### config.mk
export PLATFORM = sky130hd
export DESIGN_NAME = vgcd_cell
export DESIGN_NICKNAME = d
export VERILOG_FILES = /design/src/sv/voxel_grid_centroid_downsample_defines.svh /design/src/sv/vgcd_pkg.sv /design/src/sv/vgcd_cell.sv
export SDC_FILE = /design/constraint.sdc
export NUM_CORES = 2
export LEC_CHECK = 0
export ABC_AREA = 1
export BUFFER_PORTS_ARGS = -buffer_cell sky130_fd_sc_hd__buf_2
export CORE_AREA = 2 2 584 586
export DETAILED_ROUTE_END_ITERATION = 6
export DIE_AREA = 0 0 586 588
export SLEW_MARGIN = 20
export SYNTH_ARGS = -nofsm -noshare
export SYNTH_HDL_FRONTEND = slang
export SYNTH_SLANG_ARGS = --single-unit
### constraint.sdc
create_clock -name clk -period 17.2 [get_ports clk]
set_input_delay 3.44 -clock clk [delete_from_list [all_inputs] [get_ports clk]]
set_output_delay 3.44 -clock clk [all_outputs]
set_load 0.05 [all_outputs]
### src/sv/voxel_grid_centroid_downsample_defines.svh
// ---------------------------------------------------------------------------
// Assertion macros for the voxel grid centroid downsampler
// Clocked checks on clk with and without the reset disable.
// ---------------------------------------------------------------------------
`ifndef VOXEL_GRID_CENTROID_DOWNSAMPLE_DEFINES_SVH
`define VOXEL_GRID_CENTROID_DOWNSAMPLE_DEFINES_SVH
`ifndef SYNTHESIS
`define VGCD_ASSERT(label, prop, msg) \
  label: assert property (@(posedge clk) disable iff (rst) prop) else $error(msg);
`define VGCD_ASSERT_ALWAYS(label, prop, msg) \
  label: assert property (@(posedge clk) prop) else $error(msg);
`else
`define VGCD_ASSERT(label, prop, msg)
`define VGCD_ASSERT_ALWAYS(label, prop, msg)
`endif
`endif

### src/sv/vgcd_pkg.sv
// ---------------------------------------------------------------------------
// vgcd_pkg
// Sizes, slot layout, control groups and codes of the voxel downsampler.
// ---------------------------------------------------------------------------
`default_nettype none
package vgcd_pkg;

  localparam int VOXEL_SLOTS = 64;
  localparam int MAX_POINTS  = 65536;

  localparam int SLOT_CNT_W = $clog2(VOXEL_SLOTS + 1);
  localparam int PT_W       = $clog2(MAX_POINTS + 1);

  localparam int POS_W  = 32;
  localparam int NRM_W  = 16;
  localparam int KEY_W  = 32;
  localparam int CNT_W  = PT_W;
  localparam int SPOS_W = POS_W + PT_W;
  localparam int SNRM_W = NRM_W + PT_W;
  localparam int SCOL_W = 8 + PT_W;
  localparam int SATT_W = 16 + PT_W;

  localparam int DATA_W = 200;
  localparam int DVD_W  = 64;
  localparam int DSR_W  = 32;
  localparam int MAG_W  = 31;
  localparam int SH_W   = 6;

  localparam logic [1:0] STATUS_OK    = 2'd0;
  localparam logic [1:0] STATUS_EMPTY = 2'd1;
  localparam logic [1:0] STATUS_OVF   = 2'd2;

  localparam logic REG_INV_VOXEL_SIZE = 1'b0;
  localparam logic REG_ATTR_ENABLE    = 1'b1;

  localparam int ATTR_NORMAL = 0;
  localparam int ATTR_COLOR  = 1;
  localparam int ATTR_CONF   = 2;
  localparam int ATTR_SCALE  = 3;

  typedef struct packed {
    logic [KEY_W-1:0]  key_x;
    logic [KEY_W-1:0]  key_y;
    logic [KEY_W-1:0]  key_z;
    logic [SPOS_W-1:0] sum_pos_x;
    logic [SPOS_W-1:0] sum_pos_y;
    logic [SPOS_W-1:0] sum_pos_z;
    logic [SNRM_W-1:0] sum_nrm_x;
    logic [SNRM_W-1:0] sum_nrm_y;
    logic [SNRM_W-1:0] sum_nrm_z;
    logic [SCOL_W-1:0] sum_red;
    logic [SCOL_W-1:0] sum_green;
    logic [SCOL_W-1:0] sum_blue;
    logic [SATT_W-1:0] sum_conf;
    logic [SATT_W-1:0] sum_scale;
    logic [CNT_W-1:0]  count;
  } slot_t;

  typedef struct packed {
    logic active;
    logic load;
    logic acc;
    logic shift;
  } cell_ctl_t;

  typedef struct packed {
    logic [31:0] avg_x;
    logic [31:0] avg_y;
    logic [31:0] avg_z;
    logic [15:0] avg_nx;
    logic [15:0] avg_ny;
    logic [15:0] avg_nz;
    logic [23:0] avg_rgb;
    logic [15:0] avg_conf;
    logic [15:0] avg_scale;
    logic [1:0]  status;
    logic        run_last;
  } result_t;

endpackage
`default_nettype wire

### src/sv/vgcd_cell.sv
// ---------------------------------------------------------------------------
// vgcd_cell
// One voxel slot: key match, load, accumulate, shift towards the head.
// ---------------------------------------------------------------------------
`default_nettype none
module vgcd_cell (
  input  logic              clk,
  input  vgcd_pkg::cell_ctl_t ctl,
  input  vgcd_pkg::slot_t   pt,
  input  vgcd_pkg::slot_t   nb,
  output vgcd_pkg::slot_t   slot,
  output logic              hit
);
  import vgcd_pkg::*;

  assign hit = ctl.active && (slot.key_x == pt.key_x) && (slot.key_y == pt.key_y)
               && (slot.key_z == pt.key_z);

  always_ff @(posedge clk) begin
    priority if (ctl.shift) begin
      slot <= nb;
    end else if (ctl.load) begin
      slot <= pt;
    end else if (ctl.acc && hit) begin
      slot.sum_pos_x <= slot.sum_pos_x + pt.sum_pos_x;
      slot.sum_pos_y <= slot.sum_pos_y + pt.sum_pos_y;
      slot.sum_pos_z <= slot.sum_pos_z + pt.sum_pos_z;
      slot.sum_nrm_x <= slot.sum_nrm_x + pt.sum_nrm_x;
      slot.sum_nrm_y <= slot.sum_nrm_y + pt.sum_nrm_y;
      slot.sum_nrm_z <= slot.sum_nrm_z + pt.sum_nrm_z;
      slot.sum_red   <= slot.sum_red + pt.sum_red;
      slot.sum_green <= slot.sum_green + pt.sum_green;
      slot.sum_blue  <= slot.sum_blue + pt.sum_blue;
      slot.sum_conf  <= slot.sum_conf + pt.sum_conf;
      slot.sum_scale <= slot.sum_scale + pt.sum_scale;
      slot.count     <= slot.count + pt.count;
    end else begin
      slot <= slot;
    end
  end

endmodule
`default_nettype wire

==> out/metrics.cfg <==
[cts]
htree_levels=3
cts_setup_buffers=0
cts_buffer_depth=4
clkTransAtPathRegs_ns=0.05
cts_root_buf=clkbuf_16
ctsResizeCount=0
cts_tree=yes
cts_hold_buf=0
numCtsBuffers=83
clk-insertion-delay-late_ns=0.85
cts_sinks=500

[final_layout]
finalNetCount=10900
fin_cells=14200
largest_reg_flops=500
top_regs=slot (500)
regMostFlops=slot
area_delta_synth_final_pct=29.7
fillers=39200
drive_gt1_share_pct=18.5

[power_and_ir_drop]
powerDensity_mw_per_mm2=98.0
p_leak_nw=33.0
irDropWorstVdd_mv=0.0658

[yosys]
synth_nets=9492
ys_seq_area_share_pct=28.6
syn_area_mm2=0.0525
synth_ff_type=edfxtp_1
syn_area_per_cell_um2=6.50
ys_ff_latch=500
synth_edf_count=500
async_flop_share_pct=0
synthDistinctLibCells=46
synth_warnings=0
syn_inst=8083

[sta]
min_period_over_period_pct=54.4
clock_skew_ns=0.104
max_freq_ghz=0.107
worst_pin_slew_ns=1.04
rsz0062_at_grt=no
setup_viol=0
slew_viol_final=0
totalNegativeSetupSlack_ns=0
worst_slack_ns=7.85
period_needed_ns=9.35
max-slew-margin-rel_pct=30.4
hold_viol=0

[setup_path]
critical_path_class=primary input to primary output
endpoint_kind=primary output
worstPathRequired_ns=13.76
start_kind=primary input
arrival_ns=5.91
worstPathMaxFanout=3

[drt]
dr.first_iter.drc_count=5757
vias_per_cell=4.52
wire_per_inst_um=29.2
vias=64300
dr.pass1.iters=6
ant_nets=0
drc=0
drt-total-wl_um=415000

[floorplanning]
initial_core_util_pct=15.5
fp.dieW_um=586
core_area_mm2=0.338
die_y_um=588
die_area_mm2=0.345
row_count=214
pin_count=1506

[global_route]
grt_pass1_wl_um=540000
grt_pass1_vias=60400
grt-ovfl-total=0
grt_max_degree=137
antenna_found_initial=258
grt.total_usage_pct=23.1

[placement]
buffer_ports.inserted=1505
hpwl_um=361000
pre_cts_ws_ns=7.79
routabilityCongestion=1.03
placed_cells=14000

[run]
max-cap-violations=0

[min_path]
hp-class=flip-flop to flip-flop

[outcome]
status=finished clean

==> final cells by class <==
class                   instances  area (um2)  area share [%]
diodes                        116         290           0.426
clock buffers                  96        2150            3.15
clock inverters                47         387           0.568
inverters                     971        3660            5.38
multi-input cells            6410       33000            48.5
flip-flops and latches        500       15000            22.1
well taps                    4536        5680            8.34
repair buffers               1541        7890            11.6
==> metal layers <==
| layer | GRT usage, % | up-vias | wire length (um) |
|---|---|---|---|
| met3 | 9.38 | 843 | 48600 |
| met1 | 26.9 | 30100 | 159000 |
| li1 | - | 30000 | - |
| met4 | 12.4 | 186 | 25000 |
| met5 | 0.305 | - | 1330 |
| met2 | 35.9 | 3191 | 180000 |
==> cells by family (layout without fill, tap and decap cells) <==
logic type / count (synthesis) / in the layout / share of synthesized area [%]
flops: 500 / 500 / 28.6
other cells: 0 / 116 / 0
xor+xnor: 164 / 164 / 2.74
buf+inv: 1173 / 2655 / 8.54
simple gates: 4639 / 4639 / 37.1
compound gates: 1203 / 1203 / 13.2
fa+ha+maj: 404 / 404 / 9.80
==> synth_stat cells (14+ instances only) <==
cell	n	area (um2)
a21o_1	19	143
a21oi_1	510	2550
buf_1	19	71.3
buf_2	63	315
clkbuf_1	120	450
edfxtp_1	500	15000
ha_1	392	4900
inv_1	963	3610
nand2_1	2719	10200
nand2_2	16	100
nand3_1	878	4390
nand3b_1	66	495
nand4_1	108	676
nor2_1	647	2430
nor2_2	14	87.6
nor3_1	98	490
nor4_1	27	169
o211ai_1	161	1210
o21a_1	15	113
o21ai_0	322	1610
o21ai_1	17	85.1
o21bai_1	105	788
or2_2	42	263
xnor2_1	104	911
xor2_1	60	526
==> report_power, final <==
group / switching (mW) / internal, mW
combinational: 2.39 / 0.854
sequential: 0.183 / 1.55
clock: 0.731 / 0.965
==> per-stage QoR <==
stage / power (mW) / hold slack (ns) / util (%) / area (um2)
floorplan: 3.69 / 1.01 / - / 52500
global placement: 4.96 / 0.648 / 19.3 / 65300
detailed placement: 4.96 / 0.659 / 19.3 / 65300
CTS: 6.70 / 0.674 / 20.0 / 67800
global route: 7.02 / 0.713 / 20.1 / 68000
finish: 6.67 / 0.667 / 20.1 / 68100
==> critical path: stages <==
cell	delay, ns
buf_2	0.10
inv_1	0.06
nand2_1	0.30
nand4_1	0.43
nor3_1	0.37
nand4_1	0.26
nor2_1	0.15
nand2_1	0.07
nor2_1	0.37
buf_2	0.35
==> layout by cell type (no fill, tap or decap), drive strengths merged, types with 116 or more instances in the layout <==
cell type | Yosys | routed
nand3 | 878 | 878
nand2 | 2735 | 2735
nor2 | 662 | 662
inv | 970 | 976
a21oi | 517 | 517
edfxtp | 500 | 500
o211ai | 161 | 161
diode | 0 | 116
buf | 82 | 1541
o21ai | 350 | 350
ha | 392 | 392
==> worst paths after layout <==
| path | start | end | slack, ns | depth (start not counted) |
|---|---|---|---|---|
| setup / recovery | pt[412] | hit | 7.85 | 10 |
| hold / removal | slot[158] | slot[158] | 0.67 | 3 |
| setup reg to reg | slot[441] | slot[227] | 12.65 | 11 |
| hold reg to reg | slot[158] | slot[158] | 0.67 | 3 |
No activity file was read; power rests on OpenSTA's default activity.
